## config.mk

```make
export PLATFORM = sky130hd
export DESIGN_NAME = chunked_body_deframer
export DESIGN_NICKNAME = d
export VERILOG_FILES = /design/src/hw/rtl/cbd_pkg.sv /design/src/hw/rtl/cbd_front.sv /design/src/hw/rtl/cbd_queue.sv /design/src/hw/rtl/cbd_back.sv /design/src/hw/rtl/chunked_body_deframer.sv
export SDC_FILE = /design/constraint.sdc
export NUM_CORES = 1
export LEC_CHECK = 0
export BUFFER_PORTS_ARGS = -buffer_cell sky130_fd_sc_hd__buf_2
export CAP_MARGIN = 20
export CORE_ASPECT_RATIO = 0.5
export CORE_UTILIZATION = 50
export CTS_CLUSTER_SIZE = 25
export DETAILED_ROUTE_END_ITERATION = 16
export HOLD_SLACK_MARGIN = 0.12
export PLACE_DENSITY = 0.65
export SETUP_SLACK_MARGIN = 0.5
export SYNTH_ARGS = -nofsm -noshare
export SYNTH_HDL_FRONTEND = slang
export SYNTH_HIERARCHICAL = 1
export SYNTH_SLANG_ARGS = --single-unit
```

## constraint.sdc

```tcl
create_clock -name clock -period 3.5 [get_ports clock]
set_input_delay 0.175 -clock clock [delete_from_list [all_inputs] [get_ports clock]]
set_output_delay 0.175 -clock clock [all_outputs]
set_load 0.02 [all_outputs]
```

## src/hw/rtl/cbd_pkg.sv

```systemverilog
package cbd_pkg;

   localparam int LEN_DIGITS_DEF = 8;
   localparam int QUEUE_DEPTH    = 4;

   localparam logic [3:0] PH_LEN_FIRST = 4'd0;
   localparam logic [3:0] PH_LEN_MORE  = 4'd1;
   localparam logic [3:0] PH_LEN_LF    = 4'd2;
   localparam logic [3:0] PH_DATA      = 4'd3;
   localparam logic [3:0] PH_DATA_CR   = 4'd4;
   localparam logic [3:0] PH_DATA_LF   = 4'd5;
   localparam logic [3:0] PH_END_PLAIN = 4'd6;
   localparam logic [3:0] PH_END_IEOF  = 4'd7;
   localparam logic [3:0] PH_HALT      = 4'd8;

   localparam logic [3:0] END_PLAIN_LEN = 4'd5;
   localparam logic [3:0] END_IEOF_LEN  = 4'd11;
   localparam logic [3:0] END_START_POS = 4'd2;

   localparam logic [1:0] KIND_DATA  = 2'd0;
   localparam logic [1:0] KIND_END   = 2'd1;
   localparam logic [1:0] KIND_EOF   = 2'd2;
   localparam logic [1:0] KIND_ERROR = 2'd3;

   localparam logic [7:0] CHAR_CR   = 8'h0d;
   localparam logic [7:0] CHAR_LF   = 8'h0a;
   localparam logic [7:0] CHAR_SEMI = 8'h3b;

   typedef struct packed {
      logic [7:0] out_byte;
      logic [1:0] kind;
      logic       chunk_last;
   } item_type;

   typedef struct packed {
      logic     vld;
      item_type item;
   } push_type;

   // {valid, nibble}
   function automatic logic [4:0] hex_decode(logic [7:0] c);
      logic [4:0] r;
      r = 5'd0;
      if (c >= 8'h30 && c <= 8'h39) begin
         r = {1'b1, 4'(c - 8'h30)};
      end else if (c >= 8'h61 && c <= 8'h66) begin
         r = {1'b1, 4'(c - 8'h57)};
      end else if (c >= 8'h41 && c <= 8'h46) begin
         r = {1'b1, 4'(c - 8'h37)};
      end
      return r;
   endfunction

   // "0" CR LF CR LF
   function automatic logic [7:0] end_plain_char(logic [3:0] idx);
      logic [7:0] r;
      unique case (idx)
         4'd0: r = 8'h30;
         4'd1: r = CHAR_CR;
         4'd2: r = CHAR_LF;
         4'd3: r = CHAR_CR;
         4'd4: r = CHAR_LF;
         default: r = 8'h00;
      endcase
      return r;
   endfunction

   // "0; ieof" CR LF CR LF
   function automatic logic [7:0] end_ieof_char(logic [3:0] idx);
      logic [7:0] r;
      unique case (idx)
         4'd0:  r = 8'h30;
         4'd1:  r = CHAR_SEMI;
         4'd2:  r = 8'h20;
         4'd3:  r = 8'h69;
         4'd4:  r = 8'h65;
         4'd5:  r = 8'h6f;
         4'd6:  r = 8'h66;
         4'd7:  r = CHAR_CR;
         4'd8:  r = CHAR_LF;
         4'd9:  r = CHAR_CR;
         4'd10: r = CHAR_LF;
         default: r = 8'h00;
      endcase
      return r;
   endfunction

endpackage

```

## src/hw/rtl/cbd_front.sv

```systemverilog
module cbd_front
   import cbd_pkg::*;
#(
   parameter int LEN_DIGITS = LEN_DIGITS_DEF
) (
   input  logic       clock,
   input  logic       reset,
   input  logic       fire,
   input  logic [7:0] rx_byte,
   output push_type   q_wr,
   output logic       halted
);

   logic [3:0]  phase_ff, phase_in;
   logic [31:0] remaining_len_ff, remaining_len_in;
   logic [3:0]  digit_count_ff, digit_count_in;
   logic [3:0]  match_pos_ff, match_pos_in;
   logic [4:0]  hx;
   logic        hv;
   logic [3:0]  hn;
   logic [3:0]  mp_next;

   assign hx      = hex_decode(rx_byte);
   assign hv      = hx[4];
   assign hn      = hx[3:0];
   assign mp_next = match_pos_ff + 4'd1;
   assign halted  = (phase_ff == PH_HALT);

   always_comb begin
      phase_in         = phase_ff;
      remaining_len_in = remaining_len_ff;
      digit_count_in   = digit_count_ff;
      match_pos_in     = match_pos_ff;
      q_wr.vld         = 1'b0;
      q_wr.item        = '{out_byte: 8'd0, kind: KIND_DATA, chunk_last: 1'b0};
      if (fire) begin
         unique case (phase_ff)
            PH_LEN_FIRST: begin
               if (!hv) begin
                  phase_in = PH_HALT;
                  q_wr.vld = 1'b1;
                  q_wr.item.kind = KIND_ERROR;
               end else begin
                  remaining_len_in = {28'd0, hn};
                  digit_count_in   = 4'd0;
                  phase_in         = PH_LEN_MORE;
               end
            end
            PH_LEN_MORE: begin
               if (hv) begin
                  if ((5'(digit_count_ff) + 5'd1 >= 5'(LEN_DIGITS))
                      || (remaining_len_ff[31:28] != 4'd0)) begin
                     phase_in = PH_HALT;
                     q_wr.vld = 1'b1;
                     q_wr.item.kind = KIND_ERROR;
                  end else begin
                     remaining_len_in = {remaining_len_ff[27:0], hn};
                     digit_count_in   = digit_count_ff + 4'd1;
                  end
               end else if (remaining_len_ff == 32'd0) begin
                  if (rx_byte == CHAR_CR) begin
                     phase_in     = PH_END_PLAIN;
                     match_pos_in = END_START_POS;
                  end else if (rx_byte == CHAR_SEMI) begin
                     phase_in     = PH_END_IEOF;
                     match_pos_in = END_START_POS;
                  end else begin
                     phase_in = PH_HALT;
                     q_wr.vld = 1'b1;
                     q_wr.item.kind = KIND_ERROR;
                  end
               end else if (rx_byte == CHAR_CR) begin
                  phase_in = PH_LEN_LF;
               end else begin
                  phase_in = PH_HALT;
                  q_wr.vld = 1'b1;
                  q_wr.item.kind = KIND_ERROR;
               end
            end
            PH_LEN_LF: begin
               if (rx_byte != CHAR_LF) begin
                  phase_in = PH_HALT;
                  q_wr.vld = 1'b1;
                  q_wr.item.kind = KIND_ERROR;
               end else begin
                  phase_in = PH_DATA;
               end
            end
            PH_DATA: begin
               remaining_len_in     = remaining_len_ff - 32'd1;
               q_wr.vld             = 1'b1;
               q_wr.item.out_byte   = rx_byte;
               q_wr.item.chunk_last = (remaining_len_ff == 32'd1);
               if (remaining_len_ff == 32'd1) begin
                  phase_in = PH_DATA_CR;
               end
            end
            PH_DATA_CR: begin
               if (rx_byte != CHAR_CR) begin
                  phase_in = PH_HALT;
                  q_wr.vld = 1'b1;
                  q_wr.item.kind = KIND_ERROR;
               end else begin
                  phase_in = PH_DATA_LF;
               end
            end
            PH_DATA_LF: begin
               if (rx_byte != CHAR_LF) begin
                  phase_in = PH_HALT;
                  q_wr.vld = 1'b1;
                  q_wr.item.kind = KIND_ERROR;
               end else begin
                  phase_in = PH_LEN_FIRST;
               end
            end
            PH_END_PLAIN: begin
               if (match_pos_ff >= END_PLAIN_LEN
                   || rx_byte != end_plain_char(match_pos_ff)) begin
                  phase_in = PH_HALT;
                  q_wr.vld = 1'b1;
                  q_wr.item.kind = KIND_ERROR;
               end else begin
                  match_pos_in = mp_next;
                  if (mp_next == END_PLAIN_LEN) begin
                     phase_in = PH_HALT;
                     q_wr.vld = 1'b1;
                     q_wr.item.kind = KIND_END;
                  end
               end
            end
            PH_END_IEOF: begin
               if (match_pos_ff >= END_IEOF_LEN
                   || rx_byte != end_ieof_char(match_pos_ff)) begin
                  phase_in = PH_HALT;
                  q_wr.vld = 1'b1;
                  q_wr.item.kind = KIND_ERROR;
               end else begin
                  match_pos_in = mp_next;
                  if (mp_next == END_IEOF_LEN) begin
                     phase_in = PH_HALT;
                     q_wr.vld = 1'b1;
                     q_wr.item.kind = KIND_EOF;
                  end
               end
            end
            default: begin
               phase_in = PH_HALT;
            end
         endcase
      end
   end

   always_ff @(posedge clock) begin
      if (reset) begin
         phase_ff         <= PH_LEN_FIRST;
         remaining_len_ff <= 32'd0;
         digit_count_ff   <= 4'd0;
         match_pos_ff     <= 4'd0;
      end else begin
         phase_ff         <= phase_in;
         remaining_len_ff <= remaining_len_in;
         digit_count_ff   <= digit_count_in;
         match_pos_ff     <= match_pos_in;
      end
   end

endmodule

```

## src/hw/rtl/cbd_queue.sv

```systemverilog
module cbd_queue
   import cbd_pkg::*;
(
   input  logic     clock,
   input  logic     reset,
   input  push_type q_wr,
   input  logic     pop,
   output item_type pop_item,
   output logic     full,
   output logic     empty
);

   localparam int PTR_W = $clog2(QUEUE_DEPTH);

   item_type           mem_ff [QUEUE_DEPTH];
   logic [PTR_W-1:0]   wr_ptr_ff, wr_ptr_in;
   logic [PTR_W-1:0]   rd_ptr_ff, rd_ptr_in;
   logic [PTR_W:0]     count_ff, count_in;
   logic               do_push, do_pop;

   assign full     = (count_ff == (PTR_W+1)'(QUEUE_DEPTH));
   assign empty    = (count_ff == '0);
   assign do_push  = q_wr.vld && !full;
   assign do_pop   = pop && !empty;
   assign pop_item = mem_ff[rd_ptr_ff];

   always_comb begin
      wr_ptr_in = do_push ? wr_ptr_ff + PTR_W'(1) : wr_ptr_ff;
      rd_ptr_in = do_pop ? rd_ptr_ff + PTR_W'(1) : rd_ptr_ff;
      count_in  = count_ff;
      if (do_push && !do_pop) begin
         count_in = count_ff + (PTR_W+1)'(1);
      end else if (do_pop && !do_push) begin
         count_in = count_ff - (PTR_W+1)'(1);
      end
   end

   always_ff @(posedge clock) begin
      if (do_push) begin
         mem_ff[wr_ptr_ff] <= q_wr.item;
      end
   end

   always_ff @(posedge clock) begin
      if (reset) begin
         wr_ptr_ff <= '0;
         rd_ptr_ff <= '0;
         count_ff  <= '0;
      end else begin
         wr_ptr_ff <= wr_ptr_in;
         rd_ptr_ff <= rd_ptr_in;
         count_ff  <= count_in;
      end
   end

endmodule

```

## src/hw/rtl/cbd_back.sv

```systemverilog
module cbd_back
   import cbd_pkg::*;
(
   input  logic       clock,
   input  logic       reset,
   input  logic       q_empty,
   input  item_type   pop_item,
   output logic       pop,
   output logic       rsp_tvalid,
   input  logic       rsp_tready,
   output logic [7:0] rsp_tdata,
   output logic [1:0] rsp_tuser,
   output logic       rsp_tlast
);

   logic     valid_ff, valid_in;
   item_type item_ff;

   assign pop      = !q_empty && (!valid_ff || rsp_tready);
   assign valid_in = pop ? 1'b1 : (rsp_tready ? 1'b0 : valid_ff);

   always_ff @(posedge clock) begin
      if (reset) begin
         valid_ff <= 1'b0;
      end else begin
         valid_ff <= valid_in;
      end
   end

   always_ff @(posedge clock) begin
      if (pop) begin
         item_ff <= pop_item;
      end
   end

   assign rsp_tvalid = valid_ff;
   assign rsp_tdata  = (item_ff.kind == KIND_DATA) ? item_ff.out_byte : 8'd0;
   assign rsp_tuser  = item_ff.kind;
   assign rsp_tlast  = (item_ff.kind == KIND_DATA) && item_ff.chunk_last;

endmodule

```

## src/hw/rtl/chunked_body_deframer.sv

```systemverilog
// Chunked message body deframer.
// req channel: one raw body byte per word in req_tdata. Hex length lines,
// payload and CRLF trailers are parsed; payload bytes come out on the rsp
// channel with rsp_tlast on the last byte of each chunk. A zero-length
// chunk ends the body: rsp_tuser reports normal end, end with ieof, or
// error for any framing violation (missing or too many length digits,
// bad line terminator, bad trailer, bad end sequence).
// Bytes that only carry framing produce no rsp word. After an end or an
// error word the block swallows all further input until reset.
// Throughput: one byte per cycle while the queue is not full.
// Path: parser (combinational) -> 4-entry queue -> output register; an
// accepted byte is written into the queue, then moved to the output register.
// Stall: when rsp_tready is low the output register holds; the queue
// absorbs up to 4 more words, then req_tready drops.
// Reset (synchronous): parser waits for the first length digit; queue
// and output are empty.
module chunked_body_deframer
   import cbd_pkg::*;
#(
   parameter int LEN_DIGITS = LEN_DIGITS_DEF
) (
   input  logic       clock,
   input  logic       reset,
   input  logic       req_tvalid,
   output logic       req_tready,
   input  logic [7:0] req_tdata,   // [7:0] rx_byte
   output logic       rsp_tvalid,
   input  logic       rsp_tready,
   output logic [7:0] rsp_tdata,   // [7:0] out_byte
   output logic [1:0] rsp_tuser,   // [1:0] kind
   output logic       rsp_tlast
);

   push_type q_wr;
   item_type pop_item;
   logic     q_full, q_empty, q_pop, fire, halted;

   assign req_tready = !q_full;
   assign fire       = req_tvalid && req_tready;

   cbd_front #(.LEN_DIGITS(LEN_DIGITS)) u_front (
      .clock   (clock),
      .reset   (reset),
      .fire    (fire),
      .rx_byte (req_tdata),
      .q_wr    (q_wr),
      .halted  (halted)
   );

   cbd_queue u_queue (
      .clock    (clock),
      .reset    (reset),
      .q_wr     (q_wr),
      .pop      (q_pop),
      .pop_item (pop_item),
      .full     (q_full),
      .empty    (q_empty)
   );

   cbd_back u_back (
      .clock      (clock),
      .reset      (reset),
      .q_empty    (q_empty),
      .pop_item   (pop_item),
      .pop        (q_pop),
      .rsp_tvalid (rsp_tvalid),
      .rsp_tready (rsp_tready),
      .rsp_tdata  (rsp_tdata),
      .rsp_tuser  (rsp_tuser),
      .rsp_tlast  (rsp_tlast)
   );

   a_no_push_full: assert property (@(posedge clock) disable iff (reset)
      q_wr.vld |-> !q_full) else $error("push into full queue");

   a_halt_silent: assert property (@(posedge clock) disable iff (reset)
      halted |-> !q_wr.vld) else $error("word produced after halt");

   a_halt_sticky: assert property (@(posedge clock) disable iff (reset)
      halted |=> halted) else $error("halt state left without reset");

   a_ctrl_word_clean: assert property (@(posedge clock) disable iff (reset)
      (rsp_tvalid && rsp_tuser != KIND_DATA) |-> (rsp_tdata == 8'd0 && !rsp_tlast))
      else $error("end or error word carries data");

endmodule
```

# --- After elaboration in Yosys (flattened, before gate mapping) ---
# Memories as Yosys holds them, arrays and structs flattened. A register that Yosys moved wholly into a read port is not among the register bits.
# Cells that the tools add are included.
classes:
  muxes: 79
  add_sub_neg: 11
  reduce_logical: 37
  n_lt_le_gt_ge: 9
  n_eq_ne: 33
ops:
  columns: ["cell", "n"]
  rows:
  - ["$mux W4", 26]
  - ["$mux W32", 3]
  - ["$pmux W32 S3", 1]
  - ["$mux W8", 6]
  - ["$eq A32 B1 Y1 const B", 1]
  - ["$logic_not A32 Y1", 1]
  - ["$pmux W4 S8", 1]
  - ["$sub A32 B1 Y32 const B", 1]
  - ["$eq A4 B3 Y1 const B", 6]
  - ["$mux W2", 12]
  - ["$mux W1", 19]
  - ["$pmux W6 S3", 1]
  - ["$eq A4 B2 Y1 const B", 4]
  - ["$ge A8 B7 Y1 const B", 2]
  - ["$le A8 B7 Y1 const B", 2]
  - ["$ne A8 B4 Y1 const B", 2]
  - ["$ne A8 B8 Y1", 2]
  - ["$mux W5", 3]
  - ["$reduce_and A5 Y1", 3]
  - ["$mux W12", 1]
  - ["$pmux W2 S6", 1]
  - ["$pmux W4 S3", 1]
  - ["$logic_and A1 B1 Y1", 10]
  - ["$ne A3 B1 Y1 const B", 3]
  - ["33 further kinds", 57]
word_totals:
  ram_bits: 44
  reg_bits: 52
  n_memories: 2
  mem_bits_ro: 112
  input_bits: 12
memory_table:
  columns: ["name", "depth", "word_bits", "rd", "rd_ports_with_merged_regs", "write_ports", "line", "rtl"]
  rows:
  - ["(no name shown)", 16, 7, 1, 1, 0, "cbd_pkg.sv:71", "unique case (idx)"]
  - ["u_queue.mem_ff", 4, 11, 1, 1, 1, "cbd_queue.sv:15", "item_type mem_ff [QUEUE_DEPTH];"]

# --- Longest topological paths before layout ---
logic_depth:
  ltp_word: 15
  depth_mapped: 19
  mapped_depth_nobuf: 18

# --- Hierarchy ---
# Netlist, hierarchy kept.
by_module_without_submodules:
  columns: ["module", "instances", "area_each_um2", "cells_per_inst"]
  rows:
  - ["cbd_front", 1, 3921.3, 535]
  - ["cbd_queue", 1, 2055.7, 105]
  - ["cbd_back", 1, 445.4, 27]
  - ["chunked_body_deframer", 1, 10.0, 2]

# --- Least setup slack after synthesis ---
# Ideal clock, no wire load.
synth_path:
  kind: "register -> register"
  from: "register u_front.remaining_len_ff[23]"
  to: "register u_queue.count_ff[2]"
  arrival_ns: 3.561
  n_path_buf: 0
  setup_time_ns: 0.070
  setup_slack_ns: -0.132
  path_stages_with_launch: 17
  period_less_slack_ns: 3.632
  path_cell_list: "dfxtp_1 -> nor4_1 -> nand4b_1 -> or4_1 -> o211ai_1 -> o21ai_0 -> and3b_1 -> a21o_1 -> o311a_1 -> inv_1 -> nor2_2 -> ha_1 -> inv_1 -> fa_1 -> xor2_1 -> or3_1 -> a21oi_1"
synth_rtl:
  columns: ["item", "line", "rtl"]
  rows:
  - ["start: declaration", "cbd_front.sv:15", "logic [31:0] remaining_len_ff, remaining_len_in;"]
  - ["start signal: assignment", "cbd_front.sv:161", "remaining_len_ff <= remaining_len_in;"]
  - ["end signal: assignment", "cbd_queue.sv:52", "count_ff <= count_in;"]
  - ["end: declaration", "cbd_queue.sv:18", "logic [PTR_W:0] count_ff, count_in;"]

==> qor.csv <==
metric;value;unit
place_inst;881;
instances_no_fill;936;
cp.arrival;3840;ps
nets;793;
worst_pin_slew;709.3;ps
finalWirelength;16780;µm
endpoint_kind;flop;
start_kind;flop;
fin_setup_tns;0;ps
drtAntennaViolNets;0;
area_delta_synth_final;25.18;%
portBuffers;24;
fillers;967;
fmax;286.0;MHz
grt_pass1_vias;5217;
cts_max_level;4;
num_antenna_cells;0;
regArea;2884;µm²
initial_core_util;0.5286;
dp_hpwl;10640;µm
final_util;0.6617;
clock_latency;410;ps
die_area;13340;µm²
vdd_drop_max;0.4650;mV
multi_input_area;3532;µm²
wl_per_cell;17.92;µm
worstPathMaxFanout;3;
layout-drive-gt1-share;0.2763;
drc_errors;0;
outcome;complete, no violations;
viasPerCell;5.877;
cts_buffers;17;
cts.sinks;116;
syn-num-nets;703;
rows;28;
hold_depth;2;
cts.path.max_buffers;2;
yosysWarnings;6;
drt-initial-drc-count;521;
cts_root_buffer;clkbuf_16;
cts_tree;yes;
hp-class;input port to flop;
antenna_found_initial;0;
rsz0062_at_grt;yes;
finalSetupViolations;0;
grt_util_all_layers;0.2666;
boundaryPins;25;
synthesis.area;6426;µm²
syn_avg_cell_area;9.620;µm²
syn_inst;668;
skew;8.325;ps
power.density;631.2;nW/µm²
relSlewSlack;0.5265;
vias;5501;
crit_type;flop to flop;
grt_overflow;0;
grt_first_pass_wirelength;27100;µm
die_w;162.3;µm
post-route-min-period;3497;ps
hold_ws;272.5;ps
clk_pin_slew_worst_paths;60;ps
reg2regPathDepth;16;
coreArea;12160;µm²
drv_cap;0;
period_share;0.9992;
grt_max_degree;51;
finalHoldViolations;0;
crit_required;3840;ps
final_max_slew_viol_count;0;
dr.pass1.iters;5;
globalplace.congestion;0.9133;
p_leak;3.022;nW
dieHeight;82.17;µm
==> placed cells by master, fill, tap and decap left out, drive strengths merged, types with 3 or more instances in the layout <==
master    instances
o221ai            3
clkinv            7
or4b              3
nor3b             7
and3              8
dfxtp            61
nand2            58
a211oi            3
a31oi             4
and2             27
nor4             17
o21a              3
o41ai             3
mux2              3
mux4             11
nand3             8
ha               22
nand4             6
nand4b            7
inv              21
xor2             12
nor2b            11
nor3             21
or4               6
clkinvlp          4
xnor2            10
edfxtp           55
nand2b            7
a22oi            13
mux2i             7
buf             104
a221oi            8
a21oi            40
or3               5
o21ai            42
o31ai             3
nor2             86
clkbuf           18
==> area by class of cell <==
cell class	instances	share of cell area
clock buffer	18	0.05335
clock inverter	14	0.01633
tap	165	0.02566
timing repair buffer	106	0.09784
sequential	116	0.3585
inverter	19	0.009177
multi-input combinational	498	0.4391
==> where the power goes <==
part           total (mW)  leakage, nW  internal (mW)  switching, mW
combinational        1.64         1.78          0.743          0.899
clock                1.67        0.263          0.982          0.691
sequential           1.76        0.981           1.64          0.127
total                5.08         3.02           3.36           1.72
==> path summary, 6_finish.rpt <==
| path | start | end | slack [ps] |
|---|---|---|---|
| setup / recovery | u_front/remaining_len_ff[23]$_SDFFE_PP0P_ | u_queue/count_ff[2]$_SDFFE_PP0P_ | 3 |
| hold reg to reg | u_front/digit_count_ff[3]$_SDFFE_PP0P_ | u_front/digit_count_ff[3]$_SDFFE_PP0P_ | 490 |
| setup reg to reg | u_front/remaining_len_ff[23]$_SDFFE_PP0P_ | u_queue/count_ff[2]$_SDFFE_PP0P_ | 3 |
| hold / removal | req_tdata[7] | u_queue/mem_ff[3][10]$_DFFE_PP_ | 270 |
==> sequential cells by signal, summed over array words and instances, names as in the netlist, 3 cells and up, named ones only <==
| register | count |
|---|---|
| u_front/phase_ff | 4 |
| u_queue/mem_ff | 44 |
| u_queue/count_ff | 3 |
| u_back/item_ff | 9 |
| u_front/digit_count_ff | 4 |
| u_front/remaining_len_ff | 32 |
| u_front/match_pos_ff | 4 |
==> layer usage <==
layer | vias up | global-route usage | share of wire | wire [µm]
met2 | 162 | 0.4628 | 0.48 | 8079
met4 | 0 | 0.08585 | 0.0075 | 125
met1 | 2683 | 0.3442 | 0.47 | 7823
met3 | 13 | 0.04595 | 0.045 | 749
li1 | 2643 | - | - | -
met5 | - | 0 | 0 | 0
==> worst max-delay path, cell delays in order, from the launching register on <==
cell      delay [ps]
dfxtp_2          330
nor4_4           310
nand4b_1         220
or4_4            530
o211ai_1         200
o21ai_1          100
and3b_1          200
a21o_1           170
o311a_1          300
inv_2             70
nor2_2            50
ha_4             150
inv_2             50
fa_2             190
xor2_1            70
or3_1            330
a21oi_2          150
==> repair_timing <==
| action | 4_1_cts | 5_1_grt |
|---|---|---|
| endpoints found under the hold margin | 2 | 0 |
| hold buffers | 2 | 0 |
| setup endpoints to repair | 54 | 58 |
| pin swaps | 18 | 9 |
| gates resized for setup | 32 | 12 |
| buffers inserted | 13 | 4 |
| cloned | 4 | 0 |
==> metrics by stage <==
| stage | setup slack [ps] | total power, mW | instance area, µm² |
|---|---|---|---|
| final | 2.901 | 5.077 | 8044 |
| after global placement | 54.45 | 3.173 | 7152 |
| after detailed placement | -46.98 | 3.203 | 7152 |
| after floorplan | 58.81 | 2.766 | 6525 |
| after global routing | -158.7 | 5.321 | 8044 |
| after CTS | 40.21 | 5.054 | 7971 |
No activity file was read; power rests on OpenSTA's default activity.
